[src/hw/rtl/ccs_pkg.sv]
// Shared types, codes and helpers for the conditional clause splitter.
package ccs_pkg;

  localparam int unsigned OFF_W  = 11;  // offset fields on the result word
  localparam int unsigned CLS_W  = 4;   // error clause field
  localparam int unsigned IDX_W  = 3;   // clause index field
  localparam int unsigned STAT_W = 4;   // status field

  localparam logic [7:0] CH_LPAREN = 8'h28;
  localparam logic [7:0] CH_RPAREN = 8'h29;
  localparam logic [7:0] CH_SEMI   = 8'h3B;
  localparam logic [7:0] CH_AT     = 8'h40;
  localparam logic [7:0] CH_SPACE  = 8'h20;
  localparam logic [7:0] CH_TAB    = 8'h09;
  localparam logic [7:0] CH_CR     = 8'h0D;

  typedef enum logic [STAT_W-1:0] {
    ST_VALID        = 4'd0,
    ST_UNBAL        = 4'd1,
    ST_EMPTY_CLAUSE = 4'd2,
    ST_MULTI        = 4'd3,
    ST_MISSING      = 4'd4,
    ST_EMPTY_VALUE  = 4'd5,
    ST_EMPTY_COND   = 4'd6,
    ST_TOO_MANY     = 4'd7,
    ST_TOO_LONG     = 4'd8
  } status_e;

  typedef struct packed {
    logic             seen;
    logic [OFF_W-1:0] start_pos;
    logic [OFF_W-1:0] end_pos;
  } bounds_t;

  typedef struct packed {
    logic             valid;
    status_e          status;
    logic [CLS_W-1:0] clause;
    logic [OFF_W-1:0] offset;
  } err_t;

  typedef struct packed {
    logic [OFF_W-1:0] value_start;
    logic [OFF_W-1:0] value_end;
    logic [OFF_W-1:0] cond_start;
    logic [OFF_W-1:0] cond_end;
  } rec_t;

  // Summary of a finished string handed to the emitter.
  typedef struct packed {
    logic             recs;        // emit stored clause records before status
    status_e          status;
    logic [CLS_W-1:0] err_clause;
    logic [OFF_W-1:0] err_offset;
  } fin_t;

  // C locale white space: space, TAB, LF, VT, FF, CR.
  function automatic logic is_white(logic [7:0] c);
    return (c == CH_SPACE) || (c inside {[CH_TAB:CH_CR]});
  endfunction

  // First error of a class wins.
  function automatic err_t note(err_t e, status_e st, logic [CLS_W-1:0] cl,
                                logic [OFF_W-1:0] off);
    err_t r;
    r = e;
    if (!e.valid) begin
      r.valid  = 1'b1;
      r.status = st;
      r.clause = cl;
      r.offset = off;
    end
    return r;
  endfunction

  function automatic bounds_t widen(bounds_t b, logic [OFF_W-1:0] off);
    bounds_t r;
    r = b;
    if (!b.seen) begin
      r.seen      = 1'b1;
      r.start_pos = off;
    end
    r.end_pos = off + 1'b1;
    return r;
  endfunction

endpackage

[src/hw/rtl/ccs_in_if.sv]
// Input channel: one byte of the conditional string per word, or none when has_char is low.
interface ccs_in_if ();
  logic       valid;
  logic       ready;
  logic [7:0] ch;
  logic       has_char;
  logic       last;

  modport source (output valid, ch, has_char, last, input ready);
  modport sink   (input valid, ch, has_char, last, output ready);
endinterface

[src/hw/rtl/ccs_out_if.sv]
// Result channel: clause records and the final status word.
interface ccs_out_if import ccs_pkg::*; ();
  logic             valid;
  logic             ready;
  logic             is_status;
  logic [IDX_W-1:0] clause_index;
  logic [OFF_W-1:0] value_start;
  logic [OFF_W-1:0] value_end;
  logic [OFF_W-1:0] cond_start;
  logic [OFF_W-1:0] cond_end;
  logic [STAT_W-1:0] status;
  logic [CLS_W-1:0] error_clause;
  logic [OFF_W-1:0] error_offset;
  logic             last_out;

  modport source (output valid, is_status, clause_index, value_start, value_end,
                  cond_start, cond_end, status, error_clause, error_offset,
                  last_out, input ready);
  modport sink   (input valid, is_status, clause_index, value_start, value_end,
                  cond_start, cond_end, status, error_clause, error_offset,
                  last_out, output ready);
endinterface

[src/hw/rtl/ccs_emit.sv]
// Clause record store and result sequencer with the output register.
module ccs_emit import ccs_pkg::*; #(
  parameter int unsigned MAX_CLAUSES = 8,
  localparam int unsigned CNT_W  = $clog2(MAX_CLAUSES + 1),
  localparam int unsigned ADDR_W = (MAX_CLAUSES > 1) ? $clog2(MAX_CLAUSES) : 1
) (
  input  logic              clk,
  input  logic              rst_n,
  input  logic              wr_en,
  input  logic [ADDR_W-1:0] wr_addr,
  input  rec_t              wr_rec,
  input  logic              fin_valid,
  input  fin_t              fin,
  input  logic [CNT_W-1:0]  fin_count,
  output logic              busy,
  ccs_out_if.source         out_chan
);

  rec_t mem [MAX_CLAUSES];

  logic             drain_active_r;
  logic [CNT_W-1:0] drain_idx_r;
  logic [CNT_W-1:0] drain_cnt_r;
  fin_t             drain_fin_r;

  logic             out_valid_r;
  logic             out_is_status_r;
  logic [IDX_W-1:0] out_idx_r;
  rec_t             out_rec_r;
  status_e          out_status_r;
  logic [CLS_W-1:0] out_eclause_r;
  logic [OFF_W-1:0] out_eoff_r;
  logic             out_last_r;

  logic step;
  logic emit_rec;

  assign step     = drain_active_r && (!out_valid_r || out_chan.ready);
  assign emit_rec = drain_idx_r != drain_cnt_r;
  assign busy     = drain_active_r;

  always_ff @(posedge clk) begin
    if (wr_en) begin
      mem[wr_addr] <= wr_rec;
    end
  end

  always_ff @(posedge clk) begin
    if (!rst_n) begin
      drain_active_r <= 1'b0;
      drain_idx_r    <= '0;
      out_valid_r    <= 1'b0;
    end else begin
      if (fin_valid) begin
        drain_active_r <= 1'b1;
        drain_idx_r    <= '0;
      end else if (step) begin
        if (emit_rec) begin
          drain_idx_r <= drain_idx_r + 1'b1;
        end else begin
          drain_active_r <= 1'b0;
        end
      end
      if (step) begin
        out_valid_r <= 1'b1;
      end else if (out_chan.ready) begin
        out_valid_r <= 1'b0;
      end
    end
  end

  // Output register doubles as the registered read port of the store.
  always_ff @(posedge clk) begin
    if (fin_valid) begin
      drain_cnt_r <= fin_count;
      drain_fin_r <= fin;
    end
    if (step) begin
      if (emit_rec) begin
        out_rec_r       <= mem[drain_idx_r[ADDR_W-1:0]];
        out_is_status_r <= 1'b0;
        out_idx_r       <= IDX_W'(drain_idx_r);
        out_status_r    <= ST_VALID;
        out_eclause_r   <= '0;
        out_eoff_r      <= '0;
        out_last_r      <= 1'b0;
      end else begin
        out_rec_r       <= '0;
        out_is_status_r <= 1'b1;
        out_idx_r       <= '0;
        out_status_r    <= drain_fin_r.status;
        out_eclause_r   <= drain_fin_r.err_clause;
        out_eoff_r      <= drain_fin_r.err_offset;
        out_last_r      <= 1'b1;
      end
    end
  end

  assign out_chan.valid        = out_valid_r;
  assign out_chan.is_status    = out_is_status_r;
  assign out_chan.clause_index = out_idx_r;
  assign out_chan.value_start  = out_rec_r.value_start;
  assign out_chan.value_end    = out_rec_r.value_end;
  assign out_chan.cond_start   = out_rec_r.cond_start;
  assign out_chan.cond_end     = out_rec_r.cond_end;
  assign out_chan.status       = out_status_r;
  assign out_chan.error_clause = out_eclause_r;
  assign out_chan.error_offset = out_eoff_r;
  assign out_chan.last_out     = out_last_r;

endmodule

[src/hw/rtl/conditional_clause_splitter_core.sv]
// Top level of the conditional clause splitter: byte parser and result emitter.
//
// Takes a "value @ condition; value @ condition" string one byte per word and
// splits it into clauses at top-level ';', finding the first top-level '@' of
// each clause and trimming C-locale white space from value and condition. The
// parser handles one byte per clock while no finished string drains: an
// accepted word lands in an input register and the parse logic updates the
// per-string state from it, so a steady stream runs at one byte per cycle. The
// word with last set closes the string; its results pass from the input
// register through the emitter's drain state into the output register. A
// clean string yields one record per clause (offsets of the trimmed value and
// condition, 11 bits, masked) and then a valid status word; any error yields
// only a status word, first-pass errors (unbalanced parentheses, empty clause,
// too many clauses, too long) taking priority over per-clause errors (multiple
// '@', missing '@', empty value, empty condition). Results leave through an
// output register, one per cycle while the sink is ready. While a finished
// string drains the parser holds the next string's first word in its input
// register, so that parser writes cannot overwrite records the emitter is
// still reading out. No clearing pass is needed after reset.
module conditional_clause_splitter_core import ccs_pkg::*; #(
  parameter int unsigned MAX_LEN     = 1024,
  parameter int unsigned MAX_CLAUSES = 8,
  localparam int unsigned POS_W  = $clog2(MAX_LEN + 1),
  localparam int unsigned CNT_W  = $clog2(MAX_CLAUSES + 1),
  localparam int unsigned ADDR_W = (MAX_CLAUSES > 1) ? $clog2(MAX_CLAUSES) : 1
) (
  input  logic      clk,
  input  logic      rst_n,
  ccs_in_if.sink    in_chan,
  ccs_out_if.source out_chan
);

  // Per-string parse state; all zero is the reset value.
  typedef struct packed {
    logic [POS_W-1:0] position;
    logic [POS_W-1:0] depth;
    logic [OFF_W-1:0] clause_begin;
    logic [CNT_W-1:0] count;
    logic             nonspace;
    logic             sep_seen;
    logic [OFF_W-1:0] sep_pos;
    bounds_t          vb;
    bounds_t          cb;
    err_t             fpe;   // first-pass error
    err_t             ce;    // per-clause error
  } pstate_t;

  typedef struct packed {
    pstate_t           st;
    logic              wr;
    logic [ADDR_W-1:0] addr;
    rec_t              rec;
  } close_t;

  // Ends the open clause at endpos; stores its record when it is non-empty and the store has room.
  function automatic close_t do_close(pstate_t s, logic [OFF_W-1:0] endpos);
    close_t r;
    r      = '0;
    r.st   = s;
    if (!s.nonspace) begin
      r.st.fpe = note(s.fpe, ST_EMPTY_CLAUSE, CLS_W'(s.count), s.clause_begin);
    end else if (s.count >= CNT_W'(MAX_CLAUSES)) begin
      r.st.fpe = note(s.fpe, ST_TOO_MANY, CLS_W'(MAX_CLAUSES), s.clause_begin);
    end else begin
      if (!s.sep_seen) begin
        r.st.ce = note(s.ce, ST_MISSING, CLS_W'(s.count), s.clause_begin);
      end else if (!s.vb.seen) begin
        r.st.ce = note(s.ce, ST_EMPTY_VALUE, CLS_W'(s.count), s.sep_pos);
      end else if (!s.cb.seen) begin
        r.st.ce = note(s.ce, ST_EMPTY_COND, CLS_W'(s.count), s.sep_pos + 1'b1);
      end
      r.wr              = 1'b1;
      r.addr            = s.count[ADDR_W-1:0];
      r.rec.value_start = s.vb.start_pos;
      r.rec.value_end   = s.vb.end_pos;
      r.rec.cond_start  = s.cb.start_pos;
      r.rec.cond_end    = s.cb.end_pos;
      r.st.count        = s.count + 1'b1;
    end
    r.st.clause_begin = endpos + 1'b1;
    r.st.nonspace     = 1'b0;
    r.st.sep_seen     = 1'b0;
    r.st.sep_pos      = '0;
    r.st.vb           = '0;
    r.st.cb           = '0;
    return r;
  endfunction

  // Input register
  logic       s1_valid_r;
  logic [7:0] s1_ch_r;
  logic       s1_has_char_r;
  logic       s1_last_r;
  logic       s1_fire;
  logic       in_take;

  pstate_t state_r;
  pstate_t state_nxt;

  // Store write and end-of-string summary toward the emitter
  logic              wr_en;
  logic [ADDR_W-1:0] wr_addr;
  rec_t              wr_rec;
  logic              fin_valid;
  fin_t              fin;
  logic [CNT_W-1:0]  fin_count;
  logic              emit_busy;

  assign s1_fire       = s1_valid_r && !emit_busy;
  assign in_chan.ready = !s1_valid_r || s1_fire;
  assign in_take       = in_chan.valid && in_chan.ready;

  always_ff @(posedge clk) begin
    if (!rst_n) begin
      s1_valid_r <= 1'b0;
    end else if (in_take) begin
      s1_valid_r <= 1'b1;
    end else if (s1_fire) begin
      s1_valid_r <= 1'b0;
    end
  end

  always_ff @(posedge clk) begin
    if (in_take) begin
      s1_ch_r       <= in_chan.ch;
      s1_has_char_r <= in_chan.has_char;
      s1_last_r     <= in_chan.last;
    end
  end

  // Parse step: the byte first, then the end-of-string close on last.
  // At most one of the two closes stores a record: after a ';' the clause is
  // empty, so a close at end of string can only flag an empty clause.
  always_comb begin
    pstate_t          s;
    close_t           c1;
    close_t           c2;
    logic [OFF_W-1:0] off;
    logic             widen_en;

    s        = state_r;
    c1       = '0;
    c2       = '0;
    off      = OFF_W'(state_r.position);
    widen_en = 1'b0;

    if (s1_has_char_r && !s.fpe.valid) begin
      if (s.position >= POS_W'(MAX_LEN)) begin
        s.fpe = note(s.fpe, ST_TOO_LONG, CLS_W'(s.count), OFF_W'(MAX_LEN));
      end else begin
        s.position = s.position + 1'b1;
        if (s1_ch_r == CH_LPAREN) begin
          s.depth  = s.depth + 1'b1;
          widen_en = 1'b1;
        end else if (s1_ch_r == CH_RPAREN) begin
          if (s.depth == '0) begin
            // stray close paren
            s.fpe = note(s.fpe, ST_UNBAL, CLS_W'(s.count), off);
          end else begin
            s.depth  = s.depth - 1'b1;
            widen_en = 1'b1;
          end
        end else if (s1_ch_r == CH_SEMI && s.depth == '0) begin
          c1 = do_close(s, off);
          s  = c1.st;
        end else if (s1_ch_r == CH_AT && s.depth == '0) begin
          s.nonspace = 1'b1;
          if (s.sep_seen) begin
            s.ce = note(s.ce, ST_MULTI, CLS_W'(s.count), off);
          end else begin
            s.sep_seen = 1'b1;
            s.sep_pos  = off;
          end
        end else begin
          widen_en = !is_white(s1_ch_r);
        end
        if (widen_en) begin
          s.nonspace = 1'b1;
          if (s.sep_seen) begin
            s.cb = widen(s.cb, off);
          end else begin
            s.vb = widen(s.vb, off);
          end
        end
      end
    end

    if (s1_last_r && !s.fpe.valid) begin
      if (s.depth != '0) begin
        // open paren left at end of string
        s.fpe = note(s.fpe, ST_UNBAL, CLS_W'(s.count), OFF_W'(s.position));
      end else begin
        c2 = do_close(s, OFF_W'(s.position));
        s  = c2.st;
      end
    end

    wr_en   = s1_fire && (c1.wr || c2.wr);
    wr_addr = c1.wr ? c1.addr : c2.addr;
    wr_rec  = c1.wr ? c1.rec : c2.rec;

    fin_valid = s1_fire && s1_last_r;
    if (s.fpe.valid) begin
      fin.recs       = 1'b0;
      fin.status     = s.fpe.status;
      fin.err_clause = s.fpe.clause;
      fin.err_offset = s.fpe.offset;
      fin_count      = '0;
    end else if (s.ce.valid) begin
      fin.recs       = 1'b0;
      fin.status     = s.ce.status;
      fin.err_clause = s.ce.clause;
      fin.err_offset = s.ce.offset;
      fin_count      = '0;
    end else begin
      fin.recs       = 1'b1;
      fin.status     = ST_VALID;
      fin.err_clause = '0;
      fin.err_offset = '0;
      fin_count      = s.count;
    end

    // state returns to reset after each string
    state_nxt = s1_last_r ? pstate_t'('0) : s;
  end

  always_ff @(posedge clk) begin
    if (!rst_n) begin
      state_r <= '0;
    end else if (s1_fire) begin
      state_r <= state_nxt;
    end
  end

  ccs_emit #(
    .MAX_CLAUSES (MAX_CLAUSES)
  ) u_emit (
    .clk       (clk),
    .rst_n     (rst_n),
    .wr_en     (wr_en),
    .wr_addr   (wr_addr),
    .wr_rec    (wr_rec),
    .fin_valid (fin_valid),
    .fin       (fin),
    .fin_count (fin_count),
    .busy      (emit_busy),
    .out_chan  (out_chan)
  );

  // Checks
  a_pos_bound: assert property (@(posedge clk) disable iff (!rst_n)
    state_r.position <= POS_W'(MAX_LEN))
    else $error("byte position ran past the length limit");

  a_cnt_bound: assert property (@(posedge clk) disable iff (!rst_n)
    state_r.count <= CNT_W'(MAX_CLAUSES))
    else $error("stored clause count ran past the store depth");

  a_reset_after_last: assert property (@(posedge clk) disable iff (!rst_n)
    s1_fire && s1_last_r |=> state_r == pstate_t'('0))
    else $error("parse state not cleared after end of string");

  a_valid_status_clean: assert property (@(posedge clk) disable iff (!rst_n)
    out_chan.valid && out_chan.is_status && out_chan.status == ST_VALID
    |-> out_chan.error_clause == '0 && out_chan.error_offset == '0)
    else $error("valid status word carries error fields");

endmodule

[src/flat_wrapper.sv]
// flat-port wrapper written by rule: the top's interface ports become plain ports
module conditional_clause_splitter_core_flat import ccs_pkg::*;
#(
  parameter int unsigned MAX_LEN     = 1024,
  parameter int unsigned MAX_CLAUSES = 8,
  localparam int unsigned POS_W  = $clog2(MAX_LEN + 1),
  localparam int unsigned CNT_W  = $clog2(MAX_CLAUSES + 1),
  localparam int unsigned ADDR_W = (MAX_CLAUSES > 1) ? $clog2(MAX_CLAUSES) : 1
)
  (clk, rst_n, in_chan_valid, in_chan_ch, in_chan_has_char, in_chan_last, in_chan_ready, out_chan_valid, out_chan_is_status, out_chan_clause_index, out_chan_value_start, out_chan_value_end, out_chan_cond_start, out_chan_cond_end, out_chan_status, out_chan_error_clause, out_chan_error_offset, out_chan_last_out, out_chan_ready);
  ccs_in_if in_chan_i ();
  ccs_out_if out_chan_i ();
  input  logic clk;
  input  logic rst_n;
  input wire logic [$bits(in_chan_i.valid)-1:0] in_chan_valid;
  input wire logic [$bits(in_chan_i.ch)-1:0] in_chan_ch;
  input wire logic [$bits(in_chan_i.has_char)-1:0] in_chan_has_char;
  input wire logic [$bits(in_chan_i.last)-1:0] in_chan_last;
  output wire logic [$bits(in_chan_i.ready)-1:0] in_chan_ready;
  output wire logic [$bits(out_chan_i.valid)-1:0] out_chan_valid;
  output wire logic [$bits(out_chan_i.is_status)-1:0] out_chan_is_status;
  output wire logic [$bits(out_chan_i.clause_index)-1:0] out_chan_clause_index;
  output wire logic [$bits(out_chan_i.value_start)-1:0] out_chan_value_start;
  output wire logic [$bits(out_chan_i.value_end)-1:0] out_chan_value_end;
  output wire logic [$bits(out_chan_i.cond_start)-1:0] out_chan_cond_start;
  output wire logic [$bits(out_chan_i.cond_end)-1:0] out_chan_cond_end;
  output wire logic [$bits(out_chan_i.status)-1:0] out_chan_status;
  output wire logic [$bits(out_chan_i.error_clause)-1:0] out_chan_error_clause;
  output wire logic [$bits(out_chan_i.error_offset)-1:0] out_chan_error_offset;
  output wire logic [$bits(out_chan_i.last_out)-1:0] out_chan_last_out;
  input wire logic [$bits(out_chan_i.ready)-1:0] out_chan_ready;
  assign in_chan_i.valid = in_chan_valid;
  assign in_chan_i.ch = in_chan_ch;
  assign in_chan_i.has_char = in_chan_has_char;
  assign in_chan_i.last = in_chan_last;
  assign in_chan_ready = in_chan_i.ready;
  assign out_chan_valid = out_chan_i.valid;
  assign out_chan_is_status = out_chan_i.is_status;
  assign out_chan_clause_index = out_chan_i.clause_index;
  assign out_chan_value_start = out_chan_i.value_start;
  assign out_chan_value_end = out_chan_i.value_end;
  assign out_chan_cond_start = out_chan_i.cond_start;
  assign out_chan_cond_end = out_chan_i.cond_end;
  assign out_chan_status = out_chan_i.status;
  assign out_chan_error_clause = out_chan_i.error_clause;
  assign out_chan_error_offset = out_chan_i.error_offset;
  assign out_chan_last_out = out_chan_i.last_out;
  assign out_chan_i.ready = out_chan_ready;
  conditional_clause_splitter_core #(.MAX_LEN(MAX_LEN), .MAX_CLAUSES(MAX_CLAUSES)) u_core (.clk(clk), .rst_n(rst_n), .in_chan(in_chan_i), .out_chan(out_chan_i));
endmodule
[config.mk]
export PLATFORM = sky130hd
export DESIGN_NAME = conditional_clause_splitter_core_flat
export DESIGN_NICKNAME = d
export VERILOG_FILES = /design/src/hw/rtl/ccs_pkg.sv /design/src/hw/rtl/ccs_in_if.sv /design/src/hw/rtl/ccs_out_if.sv /design/src/hw/rtl/ccs_emit.sv /design/src/hw/rtl/conditional_clause_splitter_core.sv /design/src/flat_wrapper.sv
export SDC_FILE = /design/constraint.sdc
export NUM_CORES = 1
export LEC_CHECK = 0
export ABC_CLOCK_PERIOD_IN_PS = 7400
export BUFFER_PORTS_ARGS = -buffer_cell sky130_fd_sc_hd__buf_2
export CAP_MARGIN = 5
export CORE_MARGIN = 2
export CORE_UTILIZATION = 45
export DETAILED_ROUTE_END_ITERATION = 6
export GPL_ROUTABILITY_DRIVEN = 0
export SLEW_MARGIN = 20
export SYNTH_ARGS = -nofsm -noshare
export SYNTH_HDL_FRONTEND = slang
export SYNTH_SLANG_ARGS = --single-unit
[constraint.sdc]
create_clock -name clk -period 7.4 [get_ports clk]
set_input_delay 0.74 -clock clk [delete_from_list [all_inputs] [get_ports clk]]
set_output_delay 0.74 -clock clk [all_outputs]
set_load 0.005 [all_outputs]
Word level (Yosys, flattened, before mapping)
Memory sizes are Yosys's and may differ from the RTL's. A register that Yosys moved wholly into a read port is not among the register bits.
Cells that the tools add are included.
{"block": "totals", "ff_bits": 199, "latchBits": 0, "mem_bits_rw": 352, "romBits": 0, "out_inout_bits": 70, "wordCells": 183, "memories": 1}
{"name": "u_core.u_emit.mem", "words": 8, "width": 44, "rd": 1, "rd_ports_with_merged_regs": 1, "write_ports": 1, "line": "ccs_emit.sv:19", "source": "rec_t mem [MAX_CLAUSES];"}
{"block": "op_classes", "n_addsub": 9, "mul": 0, "div": 0, "magnitude_cmp": 5, "n_eq_ne": 7, "shift": 0, "mux": 93, "n_bitwise": 1, "n_reduce_logical": 30}
{"cell": "2-to-1 mux 114 bit", "count": 4}
{"cell": "2-to-1 mux 20 bit", "count": 20}
{"cell": "2-to-1 mux 48 bit", "count": 7}
{"cell": "2-to-1 mux 19 bit", "count": 16}
{"cell": "2-to-1 mux 136 bit", "count": 2}
{"cell": "2-to-1 mux 68 bit", "count": 4}
{"cell": "2-to-1 mux 74 bit", "count": 2}
{"cell": "2-to-1 mux 96 bit", "count": 1}
{"cell": "2-to-1 mux 11 bit", "count": 6}
{"cell": "2-to-1 mux 66 bit", "count": 1}
{"cell": "adder 11 x 1 -> 11 bit, second input constant", "count": 5}
{"cell": "2-to-1 mux 23 bit", "count": 2}
{"cell": "2-to-1 mux 46 bit", "count": 1}
{"cell": "2-to-1 mux 44 bit", "count": 1}
{"cell": "== test 8 x 6 -> 1 bit, second input constant", "count": 4}
{"cell": "2-to-1 mux 13 bit", "count": 2}
{"cell": "2-to-1 mux 1 bit", "count": 18}
{"cell": "2-to-1 mux 4 bit", "count": 4}
{"cell": "2-to-1 mux 15 bit", "count": 1}
{"cell": "adder 4 x 1 -> 4 bit, second input constant", "count": 3}
{"cell": ">= comparator 11 bit, second input constant", "count": 1}
{"cell": "zero test 11 bit", "count": 1}
{"cell": "nonzero test 11 bit", "count": 1}
{"cell": "subtractor 11 x 1 -> 11 bit, second input constant", "count": 1}
{"cell": "14 further kinds", "count": 37}

Longest topological paths before layout
{"block": "logic_depth", "depth_word": 30, "depth_mapped": 16, "ltp_nobuf": 14}

Hierarchy
From an unflattened synthesis, not the netlist that was laid out.
{"block": "unflattened", "cells_unflattened": 2122, "area_unflattened_um2": 27207.3}
{"module": "ccs_emit", "n_inst": 1, "cells_each": 723, "area_each_um2": 16607.2, "seq_area_each_um2": 13392.8}
{"module": "conditional_clause_splitter_core", "n_inst": 1, "cells_each": 1399, "area_each_um2": 10600.2, "seq_area_each_um2": 3042.9}

Least setup slack after synthesis
OpenSTA, ideal clock, no wires.
{"block": "synth_timing", "path_type": "reg-to-reg", "startpoint": "register u_core.state_r[114] in the netlist's numbering", "endpoint": "memory u_core.u_emit.mem[1][0] in the netlist's numbering (enable)", "arrival_time_ns": 5.943, "required_time_ns": 6.900, "slack_ns": 0.957, "stages_incl_launch_ff": 15, "cell_sequence": "dfxtp_1 > inv_1 > ha_1 > nor4b_2 > and3_1 > and3_1 > buf_2 > o41a_1 > nor2_2 > nand3_1 > nor3_2 > buf_2 > nor2_1 > o31a_1 > nor3_1"}
{"block": "synth_between", "elab_chain_cells": 18}
{"element": "start, declared", "line": "conditional_clause_splitter_core.sv:97", "source": "pstate_t state_r;"}
{"element": "start signal, assigned", "line": "conditional_clause_splitter_core.sv:231", "source": "state_r <= state_nxt;"}
{"element": "zero test 11 bit", "line": "conditional_clause_splitter_core.sv:156, conditional_clause_splitter_core.sv:163, conditional_clause_splitter_core.sv:166"}
{"element": "logical AND 1 bit (on tied branches)", "line": "conditional_clause_splitter_core.sv:163, conditional_clause_splitter_core.sv:166"}
{"element": "2-to-1 mux 15 bit (tied with other cells)", "line": "conditional_clause_splitter_core.sv:163", "source": "end else if (s1_ch_r == CH_SEMI && s.depth == '0) begin"}
{"element": "2-to-1 mux 74 bit (tied with other cells)", "line": "conditional_clause_splitter_core.sv:155", "source": "end else if (s1_ch_r == CH_RPAREN) begin"}
{"element": "2-to-1 mux 114 bit (tied with other cells)", "line": "conditional_clause_splitter_core.sv:152", "source": "if (s1_ch_r == CH_LPAREN) begin"}
{"element": "2-to-1 mux 114 bit (tied with other cells)", "line": "conditional_clause_splitter_core.sv:148", "source": "if (s.position >= POS_W'(MAX_LEN)) begin"}
{"element": "2-to-1 mux 114 bit (tied with other cells)", "line": "conditional_clause_splitter_core.sv:147", "source": "if (s1_has_char_r && !s.fpe.valid) begin"}
{"element": "2-to-1 mux 96 bit (tied with other cells)", "line": "conditional_clause_splitter_core.sv:148"}
{"element": "[... 2 more ...]"}
{"element": "2-to-1 mux 68 bit / 2-to-1 mux 136 bit (equally long branches)", "line": "conditional_clause_splitter_core.sv:62, conditional_clause_splitter_core.sv:147"}
{"element": "2-to-1 mux 68 bit", "line": "conditional_clause_splitter_core.sv:60", "source": "if (!s.nonspace) begin"}
{"element": "2-to-1 mux 48 bit", "line": "conditional_clause_splitter_core.sv:189", "source": "if (s.depth != '0) begin"}
{"element": "2-to-1 mux 48 bit", "line": "conditional_clause_splitter_core.sv:188", "source": "if (s1_last_r && !s.fpe.valid) begin"}
{"element": "logical OR 1 bit", "line": "conditional_clause_splitter_core.sv:198", "source": "wr_en = s1_fire && (c1.wr || c2.wr);"}
{"element": "logical AND 1 bit", "line": "conditional_clause_splitter_core.sv:198"}
{"element": "2-to-1 mux 1 bit", "line": "ccs_emit.sv:43", "source": "if (wr_en) begin"}
{"element": "2-to-1 mux 1 bit (not written as such)", "line": "ccs_emit.sv:44", "source": "mem[wr_addr] <= wr_rec;"}
{"element": "end, declared", "line": "ccs_emit.sv:19"}
Several ways; a longest one is shown, not always the timed one. The select of a mux whose other input is x is not followed.

Worst setup path after layout
{"block": "layout_timing", "startpoint": "register u_core.state_r[135] in the netlist's numbering", "endpoint": "memory u_core.u_emit.mem[3][41] in the netlist's numbering (enable)"}
{"block": "layout_between", "elab_chain_cells": 12}
{"element": ">= comparator 11 bit *", "line": "conditional_clause_splitter_core.sv:148"}
{"element": "2-to-1 mux 96 bit", "line": "conditional_clause_splitter_core.sv:148"}
{"element": "2-to-1 mux 136 bit", "line": "conditional_clause_splitter_core.sv:147"}
{"element": ">= comparator 4 bit", "line": "conditional_clause_splitter_core.sv:62", "source": "end else if (s.count >= CNT_W'(MAX_CLAUSES)) begin"}
{"element": "2-to-1 mux 68 bit", "line": "conditional_clause_splitter_core.sv:62"}
{"element": "2-to-1 mux 68 bit", "line": "conditional_clause_splitter_core.sv:60"}
{"element": "2-to-1 mux 48 bit", "line": "conditional_clause_splitter_core.sv:189"}
{"element": "2-to-1 mux 48 bit", "line": "conditional_clause_splitter_core.sv:188"}
{"element": "logical OR 1 bit", "line": "conditional_clause_splitter_core.sv:198"}
{"element": "logical AND 1 bit", "line": "conditional_clause_splitter_core.sv:198"}
{"element": "2-to-1 mux 1 bit", "line": "ccs_emit.sv:43"}
{"element": "2-to-1 mux 1 bit (not written as such)", "line": "ccs_emit.sv:44"}
Mark *: on every way between the ends. The rest lies on a longest branch, timed or not.

==> summary.txt <==
Yosys
  • Synth top area share: 0.496
  • Top FF cell, synth: edfxtp_1
  • Synthesized area: 27300 sq um
  • Cell taking the most area after synthesis: edfxtp_1
  • Yosys warning total: 0
  • EDFF count, synth: between 400 and 500
  • Netlist cell types: 103
  • Syn Area/Cell: 12.8 sq um
  • #FFs+latches synth: 595
  • Asr flop ratio synth: 0
  • Area contributors post-synth: edfxtp_1, dfxtp_1, mux4_2
  • Syn nets: around 2200
  • Post-synthesis sequential area ratio: 0.601
  • Synthesized instance count: 2142

Drt
  • Antenna-violating nets left: 0
  • Via count: about 19000
  • Number of remaining DRC errors: 0
  • Total routed wirelength: ~77 mm
  • DRT iter0 DRCs: roughly 2200
  • Wire per inst: 25.7 microns
  • Drt first pass iters: 6
  • Vias per cell: 6.30

Cells and area
  • Fraction of layout cells with a size suffix above 1: 0.176
  • Area added between synthesis and finish: 12.5%
  • Combined area of the multi-input logic cells: between 10000 and 15000 sq um
  • Post-layout net count: 2203
  • # fillers: 5072
  • Register area: 16400 sq um
  • Layout Cells excl Fill: 3010
  • Ant. Diodes: 0

Clocking
  • Post-CTS Setup Bufs: 0
  • CTS buffer count: 66
  • Number of clock sinks: 595
  • PostCTS Resize Cnt: 0
  • Htree depth: 3
  • Clk buf depth: 3
  • Clock latency on the worst-skew pair: roughly 0.6 ns
  • Root Driver: clkbuf_16
  • CTS tree: built
  • Hold buffer count at CTS: 0
  • Reg clk slew, reported paths: 0.05 ns

Placed design
  • PortBufs: 83
  • DP Wirelength: 48.4 mm
  • Placed cells: 2890

Floorplan
  • Initial Util: 0.454
  • Standard-cell rows: 90
  • Die Height: 251 microns
  • Ports: 84
  • Core area: 60200 sq um
  • Overall die width: 251 microns
  • Die Area: 62800 sq um

Outcome
  • Status: complete, no violations

Worst setup path
  • Worst path cell trace: nor3b_4 > nand3_1 > nor2_1 > o21a_1 > xnor2_2 > o2111ai_4 > nor2_1 > buf_4 > nand3_1 > o31a_1 > nor3_2 > buf_4
  • Data required, critical path: 7.61 ns
  • Crit start category: flop
  • CP Max Fanout: 44
  • Critical Path Max Stage Delay: 0.79 ns
  • CP Capture Type: flop
  • Buf/Inv on CP: 2
  • Top delay family on crit path: simple AND/OR/NAND/NOR gates
  • CP max stage cell: nor3b_4
  • Worst r2r src: u_core.state_r[135]
  • Crit path arrival time: 5.43 ns
  • Critical path class: reg2reg
  • CP Launch Point: u_core.state_r[135]

STA
  • Final Hold Viols: 0
  • Tightest Pin Transition: 1.25 ns
  • RSZ-0062 raised after global routing: no
  • Fmax: 191 MHz
  • Setup Viol. Count Final: 0
  • Final min period: 5.22 ns
  • Clock skew: 0.0245 ns
  • Slew Viols, Final: 0
  • Setup TNS Final: 0 ns
  • Final period utilization: 0.706
  • Relative slew slack: 0.165

GRT
  • Gr ovfl total: 0
  • Largest net degree at the start of global routing: 70
  • GRT Util Overall: 0.245
  • Global-route wire length before repair: 116 mm
  • Vias in the first global route: 18700
  • Initial antenna violation count: 1

Job
  • MaxCap Viol Count: 0

Power and ir drop
  • Leakage: roughly 0.0095 uW
  • Pwr/cell area: roughly 230 nW/um^2
  • Worst VDD drop: between 100 and 150 uV

Worst hold path
  • Min-Delay Path Class: in2reg
  • Min-delay src: in_chan_ch[0]
==> synthesized netlist by cell type (5+ instances only) <==
cell type and number:
and3_1 15, nand3_1 43, xor2_1 20, nand2_1 137
a221oi_1 7, mux2_2 5, dfxtp_1 143, nor3_1 37
nor2_1 150, o21ai_1 15, nor2b_1 97, a32oi_1 7
nand4_1 21, o211ai_1 5, and2_1 38, a22o_1 57
ha_1 13, clkbuf_1 118, or4_1 6, or3_1 12
o31a_1 7, a31oi_1 9, and4_1 6, a21boi_0 14
a21o_1 11, edfxtp_1 452, o221ai_1 6, buf_2 21
o31ai_1 8, nand2b_1 10, a21oi_1 81, o21ai_0 96
a211oi_1 15, mux4_2 88, nor4_1 12, buf_1 24
o21a_1 6, xnor2_1 18, o22ai_1 22, inv_1 24
mux2i_1 63, a22oi_1 94
==> final cells by class <==
type	instances	share of cell area
Sequential cell	595	0.535
Inverter	24	0.00293
Clock buffer	85	0.0594
Timing Repair Buffer	132	0.0255
Tap cell	782	0.0318
Multi-Input combinational cell	1357	0.333
Clock inverter	35	0.0123
==> final timing paths <==
kind	cells after the start	slack [ns]	endpoint
setup / recovery	12	2.18	u_core.u_emit.mem[3][41]
hold / removal	1	0.32	u_core.s1_ch_r[0]
setup reg to reg	12	2.18	u_core.u_emit.mem[3][41]
hold reg to reg	2	0.46	u_core.state_r[22]
==> layout by cell type, fill, tap and decap left out, types with 13 or more instances in the layout <==
| cell | netlist | final |
|---|---|---|
| edfxtp_1 | 452 | 452 |
| nand2_1 | 137 | 136 |
| buf_2 | 21 | 83 |
| nor3_1 | 37 | 31 |
| a211oi_1 | 15 | 15 |
| nand4_1 | 21 | 21 |
| a21oi_1 | 81 | 81 |
| xnor2_1 | 18 | 17 |
| and3_1 | 15 | 15 |
| mux4_2 | 88 | 88 |
| buf_4 | 3 | 49 |
| inv_1 | 24 | 23 |
| o21ai_1 | 15 | 14 |
| and2_1 | 38 | 37 |
| nor2b_1 | 97 | 95 |
| o21ai_0 | 96 | 95 |
| xor2_1 | 20 | 20 |
| a21boi_0 | 14 | 14 |
| o22ai_1 | 22 | 22 |
| mux2i_1 | 63 | 63 |
| a22oi_1 | 94 | 94 |
| nand3_1 | 43 | 43 |
| clkbuf_16 | 0 | 69 |
| a22o_1 | 57 | 57 |
| ha_1 | 13 | 13 |
| dfxtp_1 | 143 | 140 |
| nor2_1 | 150 | 145 |
==> metrics by stage <==
stage,hold slack [ns],total power [uW],setup slack (ns),instance area [sq um],util
2_1_floorplan,0.426,3860,0.957,27300,-
3_3_place_gp,0.441,3960,2.45,28500,0.474
3_5_place_dp,0.447,3960,2.31,28500,0.474
4_1_cts,0.291,7280,2.28,30700,0.510
5_1_grt,0.303,7440,1.89,30800,0.511
6_report,0.316,7220,2.18,30800,0.511
==> state kept, by name (all words and copies together), names as in the netlist, 8 cells and up <==
register / flops
u_core.u_emit.mem: 352
u_core.s1_ch_r: 8
u_core.state_r: 136
u_core.u_emit.out_chan.value_start: 11
u_core.u_emit.drain_fin_r: 19
u_core.u_emit.out_chan.cond_start: 11
u_core.u_emit.out_chan.error_offset: 11
u_core.u_emit.out_chan.cond_end: 11
u_core.u_emit.out_chan.value_end: 11
==> layer usage <==
layer	vias up	wire (microns)	track usage	share of wire
li1	8332	-	-	-
met1	9391	30900	0.322	0.40
met2	983	35700	0.383	0.46
met3	267	6210	0.0449	0.080
met4	2	4550	0.137	0.059
met5	-	9	0	0.00012
==> power breakdown <==
| part | leakage, uW | total (uW) | internal, uW | switching [uW] |
|---|---|---|---|---|
| Sequential | 0.00504 | 3610 | 3590 | 22.3 |
| Combinational | 0.00341 | 285 | 94.7 | 191 |
| Clock | 0.00108 | 3320 | 1970 | 1350 |
| Total | 0.00952 | 7220 | 5650 | 1560 |
==> cells by family (layout without fill, tap and decap cells) <==
family	after synthesis	in the layout	synth area share
AO/OA/AOI/OAI	517	517	0.133
flip-flops	595	595	0.601
adder cells (fa/ha/maj)	13	13	0.00595
buffers and inverters	190	276	0.0275
AND/OR/NAND/NOR	632	632	0.123
XOR/XNOR	39	39	0.0128
multiplexers	156	156	0.0976
No activity file was read; power rests on OpenSTA's default activity.
